## src/hw/rtl/borf_pkg.sv

```systemverilog
// shared types and constants for the box obstacle repulsion block
package borf_pkg;

  localparam int MaxObstacles = 16;
  localparam int SlotW = 4;
  localparam int CountW = 5;
  localparam logic [16:0] MinDistReset = 17'd655;

  // item kinds
  localparam logic [1:0] KindObstacle = 2'd0;
  localparam logic [1:0] KindPosition = 2'd1;
  localparam logic [1:0] KindTick = 2'd2;

  // one table entry
  typedef struct packed {
    logic signed [31:0] min_x;
    logic signed [31:0] min_y;
    logic signed [31:0] max_x;
    logic signed [31:0] max_y;
  } box_t;

  // start of a divide and its result
  typedef struct packed {
    logic        go;
    logic [63:0] num;
    logic [63:0] den;
  } div_req_t;

  typedef struct packed {
    logic        done;
    logic [63:0] quo;
    logic [63:0] rem;
  } div_rsp_t;

endpackage

```

## src/hw/rtl/borf_table.sv

```systemverilog
// obstacle box memory with a registered read port
module borf_table (
  input  logic                         clk,
  input  logic                         we,
  input  logic [borf_pkg::SlotW-1:0]   waddr,
  input  borf_pkg::box_t               wdata,
  input  logic [borf_pkg::SlotW-1:0]   raddr,
  output borf_pkg::box_t               rdata
);

  borf_pkg::box_t mem [borf_pkg::MaxObstacles];

  // write and registered read
  always_ff @(posedge clk) begin
    if (we) mem[waddr] <= wdata;
    rdata <= mem[raddr];
  end

endmodule

```

## config.mk

```make
export PLATFORM = sky130hd
export DESIGN_NAME = borf_table
export DESIGN_NICKNAME = d
export VERILOG_FILES = /design/src/hw/rtl/borf_pkg.sv /design/src/hw/rtl/borf_table.sv
export SDC_FILE = /design/constraint.sdc
export NUM_CORES = 2
export LEC_CHECK = 0
export BUFFER_PORTS_ARGS = -buffer_cell sky130_fd_sc_hd__clkbuf_2
export CORE_MARGIN = 2
export CORE_UTILIZATION = 40
export DETAILED_ROUTE_END_ITERATION = 6
export SETUP_SLACK_MARGIN = 0.5
export SYNTH_ARGS = -nofsm -noshare
export SYNTH_HDL_FRONTEND = slang
export SYNTH_SLANG_ARGS = --single-unit
```

## constraint.sdc

```tcl
create_clock -name clk -period 22.9 [get_ports clk]
set_clock_uncertainty 0.2 [all_clocks]
set_input_delay 4.58 -clock clk [delete_from_list [all_inputs] [get_ports clk]]
set_output_delay 4.58 -clock clk [all_outputs]
set_load 0.02 [all_outputs]
```

* Word level (Yosys, flattened, before mapping) *
Memories as Yosys holds them, arrays and structs flattened. A register that Yosys moved wholly into a read port is not among the register bits.
Cells that the tools add are included.

operators by class
  multiplexer cells = 2

operators with widths
  kind               number
  1-bit two-way mux  2

word-level totals
  register bits after elaboration = 0
  memory bits (writable) = 2,048
  input bits = 138
  output and inout bits = 128
  logic and storage cells = 3
  memories kept = 1

memory list
  name  words  bits a word  read ports  clocked after memory_dff  wr ports  line              text
  mem   16     128          1           1                         1         borf_table.sv:11  borf_pkg::box_t mem [borf_pkg::MaxObstacles];

* Longest topological paths before layout *
  word-level depth = 2
  depth in mapped cells = 8
  gate-level depth less buffers = 3

* Least setup slack after synthesis *
No wires, ideal clock.

  path type = input to register
  start point = input port waddr[2] (netlist name)
  end point = memory mem[0][0] (netlist name), enable pin
  library setup time = 0.774 ns
  arrival time = 13.733 ns
  data required time = 21.926 ns
  setup slack = 8.193 ns
  cell stages on the path = 2
  buffers on the path = 0
  cells stage by stage = or3b_2 > nor3_1

RTL lines
  element      line              text
  from (decl)  borf_table.sv:5   input logic [borf_pkg::SlotW-1:0] waddr,
  to (decl)    borf_table.sv:11

No word-level cell before the write port.

==> impl_results.md <==
- Outcome: finished, final reports clean
- Main synth FF type: edfxtp_1
- Setup TNS: 0 ns
- Cells on worst reg2reg path: 3
- Detailed Route WL: 191000 um
- Number of remaining DRC errors: 0
- TritonCTS clock tree: done
- Slew Limit Fails: 0
- DPL Wire Length: 91000 um
- Post-DR vias/cell: 5.52
- RR Startpoint: mem[13][102]
- TritonRoute pass-1 iters: 5
- P&R area growth vs syn: 14.5%
- Synth top cells by count: 2048 x edfxtp_1, 479 x mux4_2, 216 x a22oi_1, 128 x dfxtp_1, 97 x nand2_1
- CP Cell Sequence: buf_8, buf_4, buf_4, buf_4, buf_4, mux4_2, a22oi_1, nand2_1
- Final Util: 0.461
- Post-CTS resize count: 0
- Initial Utilization: 0.403
- CP Class: in2reg
- R2R setup slack: 21.15 ns
- Die H: 450 um
- Worst path arrival time: 9.36 ns
- Hold Path End: rdata[56]
- Largest delay share family, worst path: buffers and inverters
- Clk sinks: 2176
- Crit-path most repeated cell: buf_4
- Port Buffer Count: 265
- Overall global routing resource usage: 0.188
- Ports: 266
- Post-synth EDFFs: 2048
- Minimum clock period: 8.83 ns
- Share of the synthesized area in the top cell type: 0.774
- P per Cell Area: 91.7 mW/mm2
- Pin count of the biggest net entering global routing: 121
- Cell leakage power: 0.0290 uW
- Required time of the critical path: 23.44 ns
- Number of global-route vias before repair: 37777
- Slowest-stage cell, CP: buf_4
- Place WS: 12.94 ns
- Share of cells above drive strength 1: 0.309
- H-tree Lvls: 4
- Largest stage delay, worst path: 0.86 ns
- Max Freq: 0.113 GHz
- Antenna-violating nets left: 0
- Number of synthesized register bits: 2176
- First-pass GRT wire length: 273000 um
- Initial antenna violation count: 40
- Cell taking the most area after synthesis: edfxtp_1
- Die area: 0.202 mm2
- Routed via count: 36304
- Async SR Flop Fraction: 0
- Grt ovf: 0
- VDD IR-drop max: 83.8 uV
- Clock buffer depth: 3
- Core ar.: 0.197 mm2
- Initial drt markers: 3781
- Top post-synthesis cells by area: edfxtp_1 77%, mux4_2 14%, dfxtp_1 3.2%, a22oi_1 2.0%, mux2_2 0.84%
- CP bufs+invs: 5
- RSZ-0062 raised after global routing: no
- Placer congestion estimate: 0.708
- Ys Warns: 0
- CTS Hold Bufs: 0
- Clk slew on worst S/H paths: 0.06 ns
- Final net count: 3869
- Hold depth: 3
- FF-to-FF End: rdata[102]
- Syn_nets: 3492
- Die Wd: 450 um
- Worst slew pin tran: 1.17 ns
- Routed wire per std cell: 29.1 um
- Clock Latency Late Sink: 0.85 ns
- Final worst setup slack: 14.07 ns
- Hold Crit Start: mem[12][56]
- CP endpoint kind: flip-flop
- Sequential area share after synthesis: 0.806
- Setup Buffers After CTS: 0
- Final total power: 8350 uW
- Max Cap Viol: 0
- Final Cycle Share: 0.385
- Cell Rows: 163
- Hold Path Class: reg2reg
- Startpoint Class: input pin
- Cell area after synthesis: 0.0795 mm2
- Final Hold Viols: 0
- Slew margin rel.: 0.218
- Final setup viols: 0
- Synth cell types: 26
- Gate count of the mapped netlist: 3354
- Crit path max fanout: 74
- Synth Area per Inst: 23.7 um2
- Root Driver: clkbuf_16
- CTS Buf Count: 216
- Cell with the most instances after synthesis: edfxtp_1
[flip-flops by register name, summed over array words and instances (netlist names)]
signal / count
mem: 2048
rdata: 128
[power by group]
part	total, uW	internal, uW	switching [uW]
clock	3450	1940	1500
combinational	415	154	260
sequential	4490	4450	33.8
total	8350	6550	1800
[layer usage]
metal	global-route usage	share of wire
met2	0.313	0.51
met5	0	0.00053
met1	0.253	0.42
met3	0.0326	0.057
met4	0.0549	0.022
[worst max path at each step]
stage / startpoint / to / slack (ns) / cells after the start
after floorplan: waddr[2] / mem[0][0] / 8.19 / 2
after global placement: raddr[0] / rdata[77] / 12.96 / 8
after detailed placement: raddr[0] / rdata[77] / 12.94 / 8
after CTS: raddr[0] / rdata[77] / 13.86 / 8
after global routing: raddr[0] / rdata[87] / 13.54 / 8
final: raddr[0] / rdata[81] / 14.07 / 8
[layout by cell type (no fill, tap or decap), drive strengths merged]
master,instances
edfxtp,2048
clkbuf,553
mux4,479
a22oi,216
dfxtp,128
nand2,97
clkinv,85
buf,74
mux2,59
nor2b,28
mux2i,25
o221ai,22
nand2b,15
o21ai,15
nor2,15
bufinv,13
a221oi,11
diode,10
clkinvlp,10
inv,9
o22a,7
nor3,4
and2,3
nand3b,2
or2,1
nand3,1
or3b,1
[tightest hold or removal path: cells and delay by family, from the launching register on]
| family | cells | cell delay [ns] |
|---|---|---|
| flip-flops | 1 | 0.31 |
| AO/OA/AOI/OAI | 1 | 0.06 |
| multiplexers | 1 | 0.22 |
| AND/OR/NAND/NOR | 1 | 0.06 |
[kinds of logic after synthesis]
logic type / share of synthesized area
AOI/OAI and AO/OA: 0.0258
DFF: 0.806
muxes: 0.147
buffers and inverters: 0.0115
and+or+nand+nor: 0.00960
[layout make-up]
class | count | area [um2]
antenna | 10 | 25.0
tap | 2640 | 3300
clock inverter | 117 | 1140
timing repair buffer | 336 | 2030
sequential | 2176 | 64100
fill | 16370 | 106000
multi-input combinational | 1001 | 14700
clock buffer | 291 | 5830
[metrics by stage]
step,hold WS (ns),instance area (um2),std cells
detailed placement,0.453,84100,6153
CTS,0.456,91000,6561
finish,0.457,91000,6571
global placement,0.452,84100,6153
floorplan,0.435,79500,3354
global route,0.480,91000,6571
Note: power is estimated with default switching activity, not from simulation.
