==> src/hw/rtl/borf_pkg.sv <==
// shared types and constants for the box obstacle repulsion block
package borf_pkg;

  localparam int MaxObstacles = 16;
  localparam int SlotW = 4;
  localparam int CountW = 5;
  localparam logic [16:0] MinDistReset = 17'd655;

  // item kinds
  localparam logic [1:0] KindObstacle = 2'd0;
  localparam logic [1:0] KindPosition = 2'd1;
  localparam logic [1:0] KindTick = 2'd2;

  // one table entry
  typedef struct packed {
    logic signed [31:0] min_x;
    logic signed [31:0] min_y;
    logic signed [31:0] max_x;
    logic signed [31:0] max_y;
  } box_t;

  // start of a divide and its result
  typedef struct packed {
    logic        go;
    logic [63:0] num;
    logic [63:0] den;
  } div_req_t;

  typedef struct packed {
    logic        done;
    logic [63:0] quo;
    logic [63:0] rem;
  } div_rsp_t;

endpackage

==> src/hw/rtl/borf_div.sv <==
// shared restoring divider, one quotient bit per cycle
module borf_div (
  input  logic               clk,
  input  logic               rst,
  input  borf_pkg::div_req_t req,
  output borf_pkg::div_rsp_t rsp
);

  logic [63:0] quo;
  logic [64:0] rem;
  logic [63:0] den;
  logic [6:0]  cnt;
  logic        run;
  logic        fin;
  logic [64:0] trial;

  assign trial = {rem[63:0], quo[63]} - {1'b0, den};

  // shift and subtract
  always_ff @(posedge clk) begin
    if (rst) begin
      run <= 1'b0;
      fin <= 1'b0;
      cnt <= '0;
    end else begin
      fin <= 1'b0;
      if (req.go) begin
        run <= 1'b1;
        quo <= req.num;
        rem <= '0;
        den <= req.den;
        cnt <= 7'd64;
      end else if (run) begin
        if (!trial[64]) begin
          rem <= trial;
          quo <= {quo[62:0], 1'b1};
        end else begin
          rem <= {rem[63:0], quo[63]};
          quo <= {quo[62:0], 1'b0};
        end
        cnt <= cnt - 7'd1;
        if (cnt == 7'd1) begin
          run <= 1'b0;
          fin <= 1'b1;
        end
      end
    end
  end

  assign rsp = '{done: fin, quo: quo, rem: rem[63:0]};

endmodule

==> config.mk <==
export PLATFORM = sky130hd
export DESIGN_NAME = borf_div
export DESIGN_NICKNAME = d
export VERILOG_FILES = /design/src/hw/rtl/borf_pkg.sv /design/src/hw/rtl/borf_div.sv
export SDC_FILE = /design/constraint.sdc
export NUM_CORES = 1
export LEC_CHECK = 0
export ABC_CLOCK_PERIOD_IN_PS = 7400
export BUFFER_PORTS_ARGS = -buffer_cell sky130_fd_sc_hd__buf_2
export CORE_MARGIN = 5
export CORE_UTILIZATION = 50
export CTS_CLUSTER_SIZE = 20
export DETAILED_ROUTE_END_ITERATION = 8
export PLACE_DENSITY = 0.8
export SYNTH_ARGS = -nofsm -noshare
export SYNTH_HDL_FRONTEND = slang
export SYNTH_SLANG_ARGS = --single-unit
==> constraint.sdc <==
create_clock -name clk -period 7.4 [get_ports clk]
set_input_delay 1.11 -clock clk [delete_from_list [all_inputs] [get_ports clk]]
set_output_delay 1.11 -clock clk [all_outputs]
set_load 0.02 [all_outputs]
# Yosys cells after proc, flatten, opt, wreduce, memory -nomap -nowiden
# Index checks and enable logic that the tools add are counted.
[totals] inputBits=131 mem_bits_rw=0 mem_bits_ro=0 mem_count=0 word_cells=28 out_inout_bits=129 latch_bits=0 register_bits=201
[classes] reduce_logical=5 addsub=2 eq_ne=1 n_shift=0 n_bitwise=2 div_mod_pow=0 muxes=11 order_cmp=0 n_mul=0
[op_table] cell="2-to-1 mux 64 bit" count=4
[op_table] cell="subtractor 65 x 64 -> 65 bit" count=1
[op_table] cell="2-to-1 mux 7 bit" count=2
[op_table] cell="equality test 7 x 1 -> 1 bit, second input constant" count=1
[op_table] cell="subtractor 7 x 1 -> 7 bit, second input constant" count=1
[op_table] cell="2-to-1 mux 1 bit" count=5
[op_table] cell="AND reduction 2 bit" count=2
[op_table] cell="OR reduction 3 bit" count=1
[op_table] cell="NOT 1 bit" count=2
[op_table] cell="nonzero test 2 bit" count=1
[op_table] cell="OR reduction 2 bit" count=1

# Logic depth before layout (Yosys ltp)
[logic_depth] word_depth=4 mapped_depth=15 ltp_nobuf=13

# Worst setup path before layout
# Ideal clock, no wire load.
[synth_timing] kind="input port to flip-flop" from="in req[128] in the netlist's numbering" to="reg quo[0], enable pin" arrival_ns=6.778 setup_time_ns=0.616 setup_slack_ns=0.006 path_buffers=1 cell_stages=3 t_required_ns=6.784 path_cell_list="clkbuf_1 -> nor2_1 -> nor2_1"
[synth_via] elab_chain_len=2
[synth_lines] element="start: declaration" line="borf_div.sv:5" source="input borf_pkg::div_req_t req,"
[synth_lines] element="nonzero test 2 bit (no line)"
[synth_lines] element="AND reduction 2 bit (no line)"
[synth_lines] element="end signal: assignment" line="borf_div.sv:29" source="quo <= req.num;"
[synth_lines] element="end signal: assignment" line="borf_div.sv:36" source="quo <= {quo[62:0], 1'b1};"
[synth_lines] element="end signal: assignment" line="borf_div.sv:39" source="quo <= {quo[62:0], 1'b0};"
[synth_lines] element="end: declaration" line="borf_div.sv:9" source="logic [63:0] quo;"
# Every way passes these cells.
# A chain may end at the register's enable or synchronous reset.

# Final worst setup path
[layout_timing] from="reg rem[36]" to="reg rem[61] (data pin)"
[layout_via] elab_chain_len=3
[layout_lines] element="start: declaration" line="borf_div.sv:10" source="logic [64:0] rem;"
[layout_lines] element="start signal: assignment" line="borf_div.sv:35" source="rem <= trial;"
[layout_lines] element="start signal: assignment" line="borf_div.sv:38" source="rem <= {rem[63:0], quo[63]};"
[layout_lines] element="subtractor 65 x 64 -> 65 bit" line="borf_div.sv:17" source="assign trial = {rem[63:0], quo[63]} - {1'b0, den};"
[layout_lines] element="2-to-1 mux 64 bit" line="borf_div.sv:34" source="if (!trial[64]) begin"
[layout_lines] element="2-to-1 mux 64 bit" line="borf_div.sv:33" source="end else if (run) begin"
# Every way passes these cells. The select of a mux whose other input is x is not followed.

==> impl_results.md <==
- Setup_tns: 0 ns
- RSZ-0062 raised after global routing: no
- Setup crit start kind: register
- Critical Path Sink: rem[61]
- Worst r2r path cells: 12
- Root Buffer: clkbuf_16
- Initial Util: between 50% and 60%
- Core area: between 0.02 and 0.025 mm²
- Post-Synth XOR/XNOR Area: a little over 4%
- Post-synthesis adder-cell area fraction: under 10%
- Largest net degree at the start of global routing: between 100 and 150
- Routed WL per cell: between 15 and 20 µm
- Placed cell count: around 1,700
- Layout fillers: about 2,000
- DR vias/cell: a little under 6
- Worst vdd ir: between 150 and 200 µV
- Top Layer Used: met5
- Total CTS buffers: 23
- GRT Total Usage: a little under a quarter
- Post-Syn Instances: 1,183
- Slew HR: 21.8%
- Worst flop-to-flop path endpoint: rem[61]
- Routed met2 length: roughly 16 mm
- Worst-path fanout max: 36
- Most common library cell in the layout ignoring fill and taps: buf_2
- Io pins: 260
- Ys Warns: 0
- Min-delay worst type: register to register
- Area grow syn2layout: 17.6%
- Simple-Gate Fraction of Synth Area: between 10% and 20%
- Hold_buf cts: 0
- Placer Congestion: a little over 0.9
- Worst-Skew Late Latency: around 0.52 ns
- Worst Max-Slew Pin Slew: about 1.2 ns
- Max Clk Rate: about 220 MHz
- Final Net Count: 1,597
- Asr flop ratio synth: 0%
- Minimum clock period: around 4.5 ns
- Final ANT Viol Nets: 0
- Status: completed
- Max Root-Sink Buffers: 3
- Period utilisation layout: roughly three fifths
- Detailed-route wire length: between 30 and 40 mm
- Worst setup EP type: register
- Metal3 WL: between 3 and 4 mm
- Non-Filler Instances: approximately 1,700
- Top FF cell, synth: edfxtp_1
- Setup violators final: 0
- Max cap viols: 0
- Global route overflow: 0
- Routed vias: 10,200
- LEAKAGE: about 6 nW
- Detailed-routing iteration count for the pre-antenna-repair pass: 5
- Final HPWL DP: 24.7 mm
- Synth cell types: between 70 and 80
- Final hold vios: 0
- CTS Sinks: 201
- Synthesized area: roughly 0.012 mm²
- P per Cell Area: 247 mW/mm²
- Vias in the first global route: slightly above 10,000
- # DRC: 0
- Crit path launch: rem[36]
- Worst Path Arrival: between 4 and 5 ns
- Buffers on Ports: 259
- Layout cell share with drive strength beyond 1: ~27%
- Die ar.: 0.0277 mm²
- Largest family of logic cells by synthesized area: compound AO/OA/AOI/OAI gates
- CTS tree: yes
- DR iter-0 viols: between 700 and 800
- FF-to-FF setup slack: 2.86 ns
- WS Path Type: register to register
- Post-synthesis compound-gate area fraction: about 18%
- M1 WL: about 13 mm
- Sequential-to-total area share from yosys stat: 48.6%
- Chip Width: 166 µm
- Final core occ: between 50% and 60%
- R2R Path Start: rem[36]
- Syn_area_per_cell: between 10 and 15 µm²
- Setup bufs post-CTS: 0
- Initial antenna violation count: 3
- Hold depth: 2
- Commonest cells after routing, fill and taps aside: 258 x buf_2, 192 x edfxtp_1, 144 x a21oi_1
- Worst EP required: a little under 8 ns
- Post_cts resized: 0
- Worst-path clk slew: roughly 0.060 ns
- Die H: roughly 170 µm
- H-tree levels: 1
- Mapped Nets: between 1,000 and 1,500
- Rows: 57
- Max-slew violations: 0
- First-pass GRT wire length: about 53 mm
- EDFF count, synth: between 150 and 200
- Post-synthesis mux area share: approximately 6%
- Final worst clock skew: 0.0159 ns
- #FFs+latches synth: roughly 200
==> synthesized netlist by cell type, types with 8 or more instances <==
master	number	share of area (%)
a211oi_1	14	0.86
a21o_1	32	2.0
a21oi_1	144	5.9
a31oi_1	10	0.51
and3_1	10	0.51
buf_2	14	0.57
clkbuf_1	55	1.7
dfxtp_1	9	1.5
edfxtp_1	192	47
ha_1	66	6.8
inv_1	85	2.6
mux2_2	63	5.8
nand2_1	66	2.0
nand3_1	58	2.4
nand4_1	24	1.2
nor2_1	42	1.3
nor2b_1	8	0.41
nor3_1	13	0.53
o21ai_0	96	3.9
o21bai_1	16	0.98
or3_1	10	0.51
xnor2_1	35	2.5
xor2_1	22	1.6
==> flip-flops by register name, indices dropped and copies added (netlist names) <==
register / count
rem: 64
fin: 1
cnt: 7
den: 64
quo: 64
run: 1
==> stage by stage <==
step / setup slack, ns / total power, mW / hold slack [ns] / cell area [µm²]
floorplan: 0.00558 / 2.23 / 0.469 / 12200
global placement: 3.12 / 2.50 / 0.482 / 13700
detailed placement: 2.94 / 2.52 / 0.497 / 13700
CTS: 2.94 / 3.57 / 0.502 / 14400
global route: 2.56 / 3.75 / 0.548 / 14400
finish: 2.86 / 3.56 / 0.503 / 14400
==> cell families (layout without fill, tap and decap cells) <==
kind of cell             count (synthesis)  in the layout
AO/OA/AOI/OAI                          370            370
AND/OR/NAND/NOR                        264            264
flip-flops                             201            201
buffers and inverters                  160            393
adder cells (fa/ha/maj)                 67             67
multiplexers                            64             64
XOR/XNOR                                57             57
other                                    0              3
==> power by group <==
group	switching, mW	leakage (nW)	internal [mW]
Clock	0.458	0.337	0.584
Sequential	0.0590	1.91	1.37
Combinational	0.673	3.77	0.409
Total	1.19	6.02	2.37
==> layer usage <==
layer / vias up / GRT usage (%)
li1: 4835 / -
met3: 60 / 6.97
met4: 6 / 5.91
met5: - / 0
met2: 426 / 39.7
met1: 4832 / 29.1
==> area by class of cell <==
class                      instances  area [µm²]  area share [%]
inverter                          85         319            2.22
clock inverter                    12        67.6           0.470
antenna                            3        7.51          0.0522
timing repair buffer             266        1350            9.40
tap                              324         405            2.82
sequential                       201        5950            41.4
clock buffer                      30         612            4.26
multi-input combinational        822        5670            39.4
==> worst min path at each step <==
stage	start	endpoint
floorplan	cnt[1]	cnt[1]
global placement	cnt[1]	cnt[1]
detailed placement	cnt[1]	cnt[1]
CTS	cnt[1]	cnt[1]
global route	cnt[1]	cnt[1]
finish	cnt[1]	cnt[1]
==> worst max-delay path, cell delays in order (launching register included) <==
cell,delay [ns]
edfxtp_1,0.41
ha_1,0.50
nand4_2,0.19
or3_1,0.39
nor4_1,0.36
nand2_1,0.10
a211oi_1,0.39
o211ai_2,0.17
nand3_2,0.15
a21o_1,0.65
buf_4,0.51
nand3_1,0.23
o32ai_1,0.30
(Power assumes the default switching activity.)
